File: config.mk
export PLATFORM = sky130hd
export DESIGN_NAME = rsqs_emit_flat
export DESIGN_NICKNAME = d
export VERILOG_FILES = /design/src/sv/rsqs_pkg.sv /design/src/sv/rsqs_if.sv /design/src/sv/rsqs_emit.sv /design/src/flat_wrapper.sv
export SDC_FILE = /design/constraint.sdc
export NUM_CORES = 1
export LEC_CHECK = 0
export BUFFER_PORTS_ARGS = -buffer_cell sky130_fd_sc_hd__buf_2
export CORE_ASPECT_RATIO = 1.2
export CORE_UTILIZATION = 55
export CTS_CLUSTER_DIAMETER = 50
export DETAILED_ROUTE_END_ITERATION = 6
export PLACE_DENSITY = 0.84
export SLEW_MARGIN = 20
export SYNTH_ARGS = -nofsm -noshare
export SYNTH_HDL_FRONTEND = slang
export SYNTH_SLANG_ARGS = --single-unit
File: constraint.sdc
create_clock -name clk -period 8.8 [get_ports clk]
set_input_delay 0.88 -clock clk [delete_from_list [all_inputs] [get_ports clk]]
set_output_delay 0.88 -clock clk [all_outputs]
set_load 0.005 [all_outputs]
File: src/sv/rsqs_pkg.sv
`timescale 1ns / 1ps
// Shared constants, types and the quarter-wave sine table for the sprite quad setup.
// No dependencies; every other file but rsqs_ram refers to this package by scoped names.
package rsqs_pkg;

    localparam int MAX_SPRITES  = 2048;
    localparam int SINE_ENTRIES = 1024;
    localparam int FULL_TURN    = 92160;
    localparam int QUARTER_TURN = 23040;
    localparam logic [63:0] HALF_PI_Q30 = 64'd1686629713;

    // Field widths
    localparam int COORD_W  = 32;
    localparam int SIZE_W   = 31;
    localparam int ANGLE_W  = 18;
    localparam int COLOR_W  = 32;
    localparam int TEX_W    = 16;
    localparam int CORNER_W = 2;
    localparam int VIDX_W   = 13;

    localparam logic [CORNER_W-1:0] CORNER_LAST = 2'd3;

    localparam int HALF_W    = SIZE_W - 1;
    localparam int CNT_W     = $clog2(MAX_SPRITES + 1);
    localparam int TH_W      = $clog2(FULL_TURN);
    localparam int R_W       = $clog2(QUARTER_TURN);
    localparam int SINE_W    = 16;
    localparam int FRAC_BITS = 15;
    localparam int TAB_DEPTH = SINE_ENTRIES + 1;
    localparam int TAB_AW    = $clog2(TAB_DEPTH);

    // Table index = r * SINE_ENTRIES / QUARTER_TURN by reciprocal multiply, exact over range
    localparam logic [63:0] P_MAX     = 64'(QUARTER_TURN - 1) * 64'(SINE_ENTRIES);
    localparam int          P_W       = $clog2(P_MAX + 64'd1);
    localparam int          IDX_SHIFT = $clog2(P_MAX * 64'(QUARTER_TURN)) + 1;
    localparam logic [63:0] IDX_RECIP =
        ((64'd1 << IDX_SHIFT) + 64'(QUARTER_TURN) - 64'd1) / 64'(QUARTER_TURN);
    localparam int          RECIP_W   = $clog2(IDX_RECIP + 64'd1);
    localparam int          IDXP_W    = P_W + RECIP_W;

    // Size times sine magnitude, and the same with room for a sign
    localparam int MAG_W   = HALF_W + SINE_W;
    localparam int SPROD_W = MAG_W + 1;

    typedef logic [SINE_W-1:0] sine_tab_t [TAB_DEPTH];

    // Quarter-wave sine in Q1.15 from an eleven-term Taylor sum in Q2.30
    function automatic sine_tab_t build_sine();
        sine_tab_t          tab;
        logic [63:0]        x;
        logic [63:0]        x2;
        logic [63:0]        term;
        logic [63:0]        e;
        logic signed [63:0] sum;
        for (int i = 0; i < TAB_DEPTH; i++) begin
            x    = (HALF_PI_Q30 * 64'(i)) / 64'(SINE_ENTRIES);
            x2   = (x * x) >> 30;
            term = x;
            sum  = $signed(x);
            // Term k divides by (2k)(2k+1); odd terms subtract
            term = ((term * x2) >> 30) / 64'd6;
            sum  = sum - $signed(term);
            term = ((term * x2) >> 30) / 64'd20;
            sum  = sum + $signed(term);
            term = ((term * x2) >> 30) / 64'd42;
            sum  = sum - $signed(term);
            term = ((term * x2) >> 30) / 64'd72;
            sum  = sum + $signed(term);
            term = ((term * x2) >> 30) / 64'd110;
            sum  = sum - $signed(term);
            term = ((term * x2) >> 30) / 64'd156;
            sum  = sum + $signed(term);
            term = ((term * x2) >> 30) / 64'd210;
            sum  = sum - $signed(term);
            term = ((term * x2) >> 30) / 64'd272;
            sum  = sum + $signed(term);
            term = ((term * x2) >> 30) / 64'd342;
            sum  = sum - $signed(term);
            term = ((term * x2) >> 30) / 64'd420;
            sum  = sum + $signed(term);
            if (sum < 0)
            begin
                sum = 64'sd0;
            end
            e = (64'(sum) + 64'd16384) >> 15;
            if (e > 64'd32768)
            begin
                e = 64'd32768;
            end
            tab[i] = SINE_W'(e);
        end
        return tab;
    endfunction

    localparam sine_tab_t SINE_TAB = build_sine();

    // One sprite, ready for vertex emission: centre plus the four offset terms
    typedef struct packed {
        logic [COORD_W-1:0] cx;
        logic [COORD_W-1:0] cy;
        logic [COORD_W-1:0] e;    // A - D
        logic [COORD_W-1:0] f;    // A + D
        logic [COORD_W-1:0] g;    // B + C
        logic [COORD_W-1:0] h;    // B - C
        logic [COLOR_W-1:0] color;
        logic [TEX_W-1:0]   u1;
        logic [TEX_W-1:0]   v1;
        logic [TEX_W-1:0]   u2;
        logic [TEX_W-1:0]   v2;
        logic [CNT_W-1:0]   num;
        logic               full;
    } quad_t;

endpackage

File: src/sv/rsqs_if.sv


interface rsqs_vertex_if;
    logic                                  valid;
    logic                                  ready;
    logic signed [rsqs_pkg::COORD_W-1:0]   vert_x;
    logic signed [rsqs_pkg::COORD_W-1:0]   vert_y;
    logic        [rsqs_pkg::COLOR_W-1:0]   vert_color;
    logic        [rsqs_pkg::TEX_W-1:0]     vert_u;
    logic        [rsqs_pkg::TEX_W-1:0]     vert_v;
    logic        [rsqs_pkg::CORNER_W-1:0]  corner;
    logic        [rsqs_pkg::VIDX_W-1:0]    vertex_index;
    logic                                  batch_full;
    logic                                  last;

    modport source (
        output valid, vert_x, vert_y, vert_color, vert_u, vert_v, corner,
               vertex_index, batch_full, last,
        input  ready
    );
    modport sink (
        input  valid, vert_x, vert_y, vert_color, vert_u, vert_v, corner,
               vertex_index, batch_full, last,
        output ready
    );
endinterface

File: src/sv/rsqs_emit.sv
`timescale 1ns / 1ps
// Vertex emitter: holds one set-up sprite and sends its four corners through an output register.
// Depends on rsqs_pkg (quad_t, widths) and rsqs_if (vertex channel).
module rsqs_emit (
    input  logic                  clk,
    input  logic                  rst_n,
    input  logic                  quad_valid,
    output logic                  quad_ready,
    input  rsqs_pkg::quad_t       quad,
    rsqs_vertex_if.source         vertex
);

    logic                            busy_reg;
    logic [rsqs_pkg::CORNER_W-1:0]   corner_reg;
    rsqs_pkg::quad_t                 quad_reg;
    logic                            out_valid_reg;

    logic [rsqs_pkg::COORD_W-1:0]    x_reg;
    logic [rsqs_pkg::COORD_W-1:0]    y_reg;
    logic [rsqs_pkg::COLOR_W-1:0]    color_reg;
    logic [rsqs_pkg::TEX_W-1:0]      u_reg;
    logic [rsqs_pkg::TEX_W-1:0]      v_reg;
    logic [rsqs_pkg::CORNER_W-1:0]   out_corner_reg;
    logic [rsqs_pkg::VIDX_W-1:0]     vidx_reg;
    logic                            full_reg;
    logic                            last_reg;

    logic                            load_out;
    logic                            last_corner;
    logic [rsqs_pkg::COORD_W-1:0]    off_x;
    logic [rsqs_pkg::COORD_W-1:0]    off_y;
    logic [rsqs_pkg::COORD_W-1:0]    x_next;
    logic [rsqs_pkg::COORD_W-1:0]    y_next;
    logic [rsqs_pkg::TEX_W-1:0]      u_next;
    logic [rsqs_pkg::TEX_W-1:0]      v_next;

    assign load_out    = busy_reg && (!out_valid_reg || vertex.ready);
    assign last_corner = (corner_reg == rsqs_pkg::CORNER_LAST);
    assign quad_ready  = !busy_reg || (load_out && last_corner);

    // Corners 0/2 use (E,G), corners 1/3 use (F,H); the left pair subtracts
    always_comb
    begin
        off_x  = corner_reg[0] ? quad_reg.f : quad_reg.e;
        off_y  = corner_reg[0] ? quad_reg.h : quad_reg.g;
        x_next = corner_reg[1] ? quad_reg.cx + off_x : quad_reg.cx - off_x;
        y_next = corner_reg[1] ? quad_reg.cy + off_y : quad_reg.cy - off_y;
        u_next = corner_reg[1] ? quad_reg.u2 : quad_reg.u1;
        v_next = (corner_reg[0] ^ corner_reg[1]) ? quad_reg.v1 : quad_reg.v2;
    end

    always_ff @(posedge clk or negedge rst_n)
    begin
        if (!rst_n)
        begin
            busy_reg      <= 1'b0;
            corner_reg    <= '0;
            out_valid_reg <= 1'b0;
        end
        else
        begin
            if (quad_ready)
            begin
                busy_reg <= quad_valid;
            end
            if (load_out)
            begin
                corner_reg <= corner_reg + 1'b1;
            end
            if (load_out)
            begin
                out_valid_reg <= 1'b1;
            end
            else if (vertex.ready)
            begin
                out_valid_reg <= 1'b0;
            end
        end
    end

    always_ff @(posedge clk)
    begin
        if (quad_ready)
        begin
            quad_reg <= quad;
        end
        if (load_out)
        begin
            x_reg          <= x_next;
            y_reg          <= y_next;
            color_reg      <= quad_reg.color;
            u_reg          <= u_next;
            v_reg          <= v_next;
            out_corner_reg <= corner_reg;
            vidx_reg       <= rsqs_pkg::VIDX_W'({quad_reg.num, corner_reg});
            full_reg       <= quad_reg.full;
            last_reg       <= last_corner;
        end
    end

    assign vertex.valid        = out_valid_reg;
    assign vertex.vert_x       = x_reg;
    assign vertex.vert_y       = y_reg;
    assign vertex.vert_color   = color_reg;
    assign vertex.vert_u       = u_reg;
    assign vertex.vert_v       = v_reg;
    assign vertex.corner       = out_corner_reg;
    assign vertex.vertex_index = vidx_reg;
    assign vertex.batch_full   = full_reg;
    assign vertex.last         = last_reg;

endmodule

File: src/flat_wrapper.sv
// flat-port wrapper written by rule: the top's interface ports become plain ports
module rsqs_emit_flat 
  (clk, rst_n, quad_valid, quad_ready, quad, vertex_valid, vertex_vert_x, vertex_vert_y, vertex_vert_color, vertex_vert_u, vertex_vert_v, vertex_corner, vertex_vertex_index, vertex_batch_full, vertex_last, vertex_ready);
  rsqs_vertex_if vertex_i ();
  input  logic clk;
  input  logic rst_n;
  input  logic quad_valid;
  output logic quad_ready;
  input  rsqs_pkg::quad_t quad;
  output wire logic [$bits(vertex_i.valid)-1:0] vertex_valid;
  output wire logic [$bits(vertex_i.vert_x)-1:0] vertex_vert_x;
  output wire logic [$bits(vertex_i.vert_y)-1:0] vertex_vert_y;
  output wire logic [$bits(vertex_i.vert_color)-1:0] vertex_vert_color;
  output wire logic [$bits(vertex_i.vert_u)-1:0] vertex_vert_u;
  output wire logic [$bits(vertex_i.vert_v)-1:0] vertex_vert_v;
  output wire logic [$bits(vertex_i.corner)-1:0] vertex_corner;
  output wire logic [$bits(vertex_i.vertex_index)-1:0] vertex_vertex_index;
  output wire logic [$bits(vertex_i.batch_full)-1:0] vertex_batch_full;
  output wire logic [$bits(vertex_i.last)-1:0] vertex_last;
  input wire logic [$bits(vertex_i.ready)-1:0] vertex_ready;
  assign vertex_valid = vertex_i.valid;
  assign vertex_vert_x = vertex_i.vert_x;
  assign vertex_vert_y = vertex_i.vert_y;
  assign vertex_vert_color = vertex_i.vert_color;
  assign vertex_vert_u = vertex_i.vert_u;
  assign vertex_vert_v = vertex_i.vert_v;
  assign vertex_corner = vertex_i.corner;
  assign vertex_vertex_index = vertex_i.vertex_index;
  assign vertex_batch_full = vertex_i.batch_full;
  assign vertex_last = vertex_i.last;
  assign vertex_i.ready = vertex_ready;
  rsqs_emit u_core (.clk(clk), .rst_n(rst_n), .quad_valid(quad_valid), .quad_ready(quad_ready), .quad(quad), .vertex(vertex_i));
endmodule
======== Yosys cells after proc, flatten, opt, wreduce, memory -nomap -nowiden ========
Cells that the tools add are included.
storage, ports and cells
  register bits after elaboration ......... 449
  input bits .............................. 305
  output and inout port bits .............. 147
  logic and storage cells ................. 47
cells by class
  $add $sub $neg .......................... 5
  eq/ne operators ......................... 1
  multiplexer cells ....................... 8
  bitwise gates (word level) .............. 1
  reductions and logical operators ........ 7
operators with widths
  kind                                         count
  two-way mux 32 bit                           4
  adder 32 bit                                 2
  subtractor 32 bit                            2
  two-way mux 16 bit                           2
  adder 2 x 1 -> 2 bit, second input constant  1
  equality test 2 bit, second input constant   1
  logical AND 1 bit                            2
  zero test 1 bit                              2
  logical OR 1 bit                             2
  two-way mux 1 bit                            2
  nonzero test 2 bit                           1
  bitwise XOR 1 bit                            1

======== Longest topological paths before layout ========
  depth after elaboration ................. 5
  gate-level depth with buffers ........... 21
  depth with buffers taken out ............ 15

======== Worst setup path before layout ========
No wires, ideal clock.
  kind .................................... input to output
  from .................................... in vertex_ready
  to ...................................... out quad_ready
  data arrival time ....................... 7.374 ns
  data required time ...................... 7.920 ns
  slack ................................... 0.546 ns
  stages .................................. 3
  path through ............................ nand2b_1 nand2_1 nand2_1
between the ends
  word-level cells in the longest chain between the ends .. 4
RTL lines
  item               line                text
  start, declared    flat_wrapper.sv:20  input wire logic [$bits(vertex_i.ready)-1:0] vertex_ready;
  logical OR 1 bit   rsqs_emit.sv:37     assign load_out = busy_reg && (!out_valid_reg || vertex.ready);
  logical AND 1 bit  rsqs_emit.sv:37
  logical AND 1 bit  rsqs_emit.sv:39     assign quad_ready = !busy_reg || (load_out && last_corner);
  logical OR 1 bit   rsqs_emit.sv:39
  end, declared      flat_wrapper.sv:8   output logic quad_ready;
No other way between the ends.

======== Worst setup path in the final report ========
  from .................................... reg u_core.corner_reg[0] (netlist bit)
  to ...................................... reg u_core.y_reg (netlist bit u_core.vertex.vert_y[31]), data pin
between the ends
  word-level cells in the longest chain between the ends .. 3
RTL lines
  item                                                      line             text
  start, declared                                           rsqs_emit.sv:14  logic [rsqs_pkg::CORNER_W-1:0] corner_reg;
  start signal, assigned                                    rsqs_emit.sv:68  corner_reg <= corner_reg + 1'b1;
  two-way mux 32 bit *                                      rsqs_emit.sv:45  off_y = corner_reg[0] ? quad_reg.h : quad_reg.g;
  subtractor 32 bit / adder 32 bit (equally long branches)  rsqs_emit.sv:47  y_next = corner_reg[1] ? quad_reg.cy + off_y : quad_reg.cy - off_y;
  two-way mux 32 bit *                                      rsqs_emit.sv:47
  named net u_core.y_next (one bit)                         rsqs_emit.sv:33  logic [rsqs_pkg::COORD_W-1:0] y_next;
  end signal, assigned                                      rsqs_emit.sv:90  y_reg <= y_next;
  end, declared                                             rsqs_emit.sv:19  logic [rsqs_pkg::COORD_W-1:0] y_reg;
Mark *: on every way through the listed nets, which the timed path passes. The rest lies on a longest branch.
A chain may end at the register's enable or synchronous reset.

==> key figures <==
CTS
  – Root buffer cell: sky130_fd_sc_hd__clkbuf_16
  – Number of sinks driven by the clock tree: 447
  – Clock Latency Late Sink: 560 ps
  – CTS Hold Bufs: 0
  – Resized cells post-CTS: 0
  – CTS tree: done
  – TritonCTS buffer count: 46
  – Buffer count from post-CTS setup fixing: 0
  – CTS clk-pin slew, worst paths: 60 ps
  – # H-tree levels: 2
  – Max Root-Sink Buffers: 3

Status
  – Result of the run: finished clean

Critical path
  – Element type at the critical path start: flip-flop
  – Arrival time of data at the critical path endpoint: 5710 ps
  – Kind of critical path: reg -> reg
  – Nature of the critical path endpoint: flip-flop
  – WP data required: 9110 ps
  – Register-to-Register Setup Slack: 3400 ps
  – Max Fanout on Critical Path: 57

Global routing
  – Number of global-route vias before repair: 13700
  – First-pass GRT wire length: 75000 um
  – Maximum number of pins on one net before global-route repair: 159
  – Antenna violations before repair: 19
  – Total track usage: 0.268
  – Global-route congestion overflow total: 0

Die
  – Number of primary I/O pins: 452
  – Core area: 35900 um^2
  – Die area: 37300 um^2
  – Floorplan die width: 177 um
  – Die boundary height: 211 um
  – Row count: 76
  – Starting density of the core: 0.560

Pwr
  – VDD IR-drop max: 0.000323 V
  – Power share of the clock group: 0.172
  – Int Power: 0.00678 W
  – Ratio of total power to cell area: 460 nW/um^2
  – Sw Share: 0.395
  – Final Total Pwr: 0.0112 W
  – Standby leakage power: 9.44 nW
  – Power share of the combinational group: 0.484
  – Sequential fraction of design power: 0.345
  – Total net switching power: 0.00443 W

Detailed routing
  – Pre-antenna DRT Iters: 5
  – Total wire length after detailed routing: 50800 um
  – Total number of vias: 13400
  – Post-DR wirelength/cell: 21.7 um
  – Count of routing violations after the opening detailed-route iteration: 1076
  – Number of nets with antenna violations after routing: 0
  – Residual DRC: 0
  – Via density per instance: 5.73

Timing
  – Max-slew violations: 0
  – Relative max-transition margin: 0.338
  – Fraction of the cycle the final worst path needs: 0.614
  – Setup Skew: 19.5 ps
  – Count of final hold-check violations: 0
  – # setup viols final: 0
  – Peak Freq: 185 MHz
  – Minimum hold slack: 116 ps
  – Min cycle time layout: 5400 ps
  – Slew at the pin with the worst max-slew slack: 993 ps
  – Setup repair after global routing missed its margin: false
  – Final-layout setup total negative slack: 0 ps

Synth
  – Most used DFF post-synth: sky130_fd_sc_hd__edfxtp_1
  – Unique masters post-synth: 77
  – Post-synthesis async set-or-reset flop share: 0.00895
  – Number of enable flip-flop cells after synthesis: 443
  – Syn Inst Count: 1366
  – Synthesis-stage register bit count: 447
  – Post-synthesis cell type with the largest combined area: sky130_fd_sc_hd__edfxtp_1
  – Area of the mapped netlist: 20100 um^2
  – Leading post-synthesis cells by cell area: sky130_fd_sc_hd__edfxtp_1 66%, sky130_fd_sc_hd__ha_1 4.9%, sky130_fd_sc_hd__xnor2_1 3.9%, sky130_fd_sc_hd__a21oi_1 2.3%, sky130_fd_sc_hd__mux2i_1 2.2%
  – Number of nets produced by synthesis: 1752
  – Portion of the post-synthesis area used by sequential elements: 0.666
  – Yosys top cell area share: 0.661
  – Avg Synthesized Cell Area: 14.7 um^2
  – Ys Warns: 0

Finish
  – Layout cells sized above 1: 0.318
  – NumNets Final: 2214
  – Most frequent standard cell in the layout excluding fill and tap cells: sky130_fd_sc_hd__buf_2
  – Final design instance area without fill: 24300 um^2
  – Area growth from synthesis to layout: 21.1%
  – Utilization after layout: 0.677
  – Max reg flops: 300
  – Highest-count cells in the layout ignoring fill and taps: 450 x sky130_fd_sc_hd__buf_2, 443 x sky130_fd_sc_hd__edfxtp_1, 92 x sky130_fd_sc_hd__a21oi_1, 89 x sky130_fd_sc_hd__xnor2_1, 79 x sky130_fd_sc_hd__ha_1

Placement
  – Estimated wirelength of the detail-placed design: 36600 um
  – Placement-stage cell area: 22800 um^2
  – Final weighted congestion in routability-driven placement: 0.943
  – Total of buffers placed on input and output ports: 450

Min path
  – Min-Delay Path Class: in -> async

Job
  – Max-cap violations: 0
-- power groups by stage --
stage | sequential, W | combinational, W | clock, W
finish | 0.00386 | 0.00542 | 0.00192
global route | 0.00393 | 0.00592 | 0.00202
CTS | 0.00387 | 0.00538 | 0.00195
detailed placement | 0.00390 | 0.00534 | 0
global placement | 0.00386 | 0.00517 | 0
floorplan | 0.00398 | 0.00390 | 0
-- final cells by class --
| cell class | instances | area (um^2) |
|---|---|---|
| inverter | 19 | 76.3 |
| antenna | 12 | 30.0 |
| tap | 468 | 586 |
| multi-input combinational | 857 | 6420 |
| clock buffer | 56 | 1220 |
| fill | 2431 | 11600 |
| clock inverter | 29 | 285 |
| sequential | 447 | 13400 |
| timing repair buffer | 457 | 2320 |
-- routing by layer --
layer / routed length, um / track usage / up-vias / part of all wire
met3: 4270 / 0.0677 / 125 / 0.084
met4: 1830 / 0.112 / 10 / 0.036
met1: 17800 / 0.292 / 6465 / 0.35
met2: 26800 / 0.489 / 612 / 0.53
met5: 56 / 0 / - / 0.0011
li1: - / - / 6231 / -
-- synthesized netlist by cell type (all sizes together), types with 2 or more instances --
cell,number
a211o,6
a211oi,11
a21o,29
a21oi,94
a22oi,4
a31oi,21
a41oi,3
and2,5
and3,8
and4,5
buf,26
clkbuf,17
dfrtp,4
edfxtp,443
fa,2
ha,79
inv,19
mux2,37
mux2i,45
nand2,51
nand2b,27
nand3,19
nand4,12
nand4b,3
nor2,73
nor2b,5
nor3,29
nor3b,10
nor4,12
nor4b,4
o211ai,11
o21a,14
o21ai,61
o21bai,12
o22ai,2
o31ai,9
o32a,3
o32ai,15
o41ai,2
or2,3
or4b,2
xnor2,89
xor2,26
-- worst max-delay path, cell delays in order (launching register included) --
cell	delay, ps
sky130_fd_sc_hd__dfrtp_4	940
sky130_fd_sc_hd__buf_4	680
sky130_fd_sc_hd__mux2i_1	400
sky130_fd_sc_hd__o21ai_2	150
sky130_fd_sc_hd__nor4_4	550
sky130_fd_sc_hd__and3_1	320
sky130_fd_sc_hd__nor2_1	70
sky130_fd_sc_hd__xnor2_1	340
sky130_fd_sc_hd__ha_1	330
sky130_fd_sc_hd__a21oi_1	250
sky130_fd_sc_hd__o21ai_0	180
sky130_fd_sc_hd__or2_2	320
sky130_fd_sc_hd__o22ai_1	290
sky130_fd_sc_hd__o21ai_0	160
sky130_fd_sc_hd__xnor2_1	140
-- path summary, 6_finish.rpt --
path,start,to,cells past startpoint
worst max register to register,u_core.corner_reg[0],u_core.vertex.vert_y[31],14
worst min register to register,u_core.quad_reg[11],u_core.vertex.vertex_index[12],0
min in group clk,u_core.quad_reg[11],u_core.vertex.vertex_index[12],0
max in group asynchronous,rst_n,u_core.corner_reg[0],1
worst min-delay path,rst_n,u_core.corner_reg[1],1
worst max-delay path,u_core.corner_reg[0],u_core.vertex.vert_y[31],14
-- stage by stage --
step	setup WS (ps)	std cells
after global routing	3050	2342
after CTS	3400	2333
after global placement	3510	2248
after detailed placement	3430	2248
final	3400	2345
after floorplan	546	1366
-- cell families after synthesis --
kind of cell / Yosys count / synth area share
AOI/OAI and AO/OA: 307 / 0.0995
xor gates and xnor gates: 115 / 0.0501
adders and majority gates: 81 / 0.0511
buffers and inverters: 62 / 0.0146
DFF: 447 / 0.666
muxes: 82 / 0.0433
and+or+nand+nor: 272 / 0.0749
(Power assumes the default switching activity.)
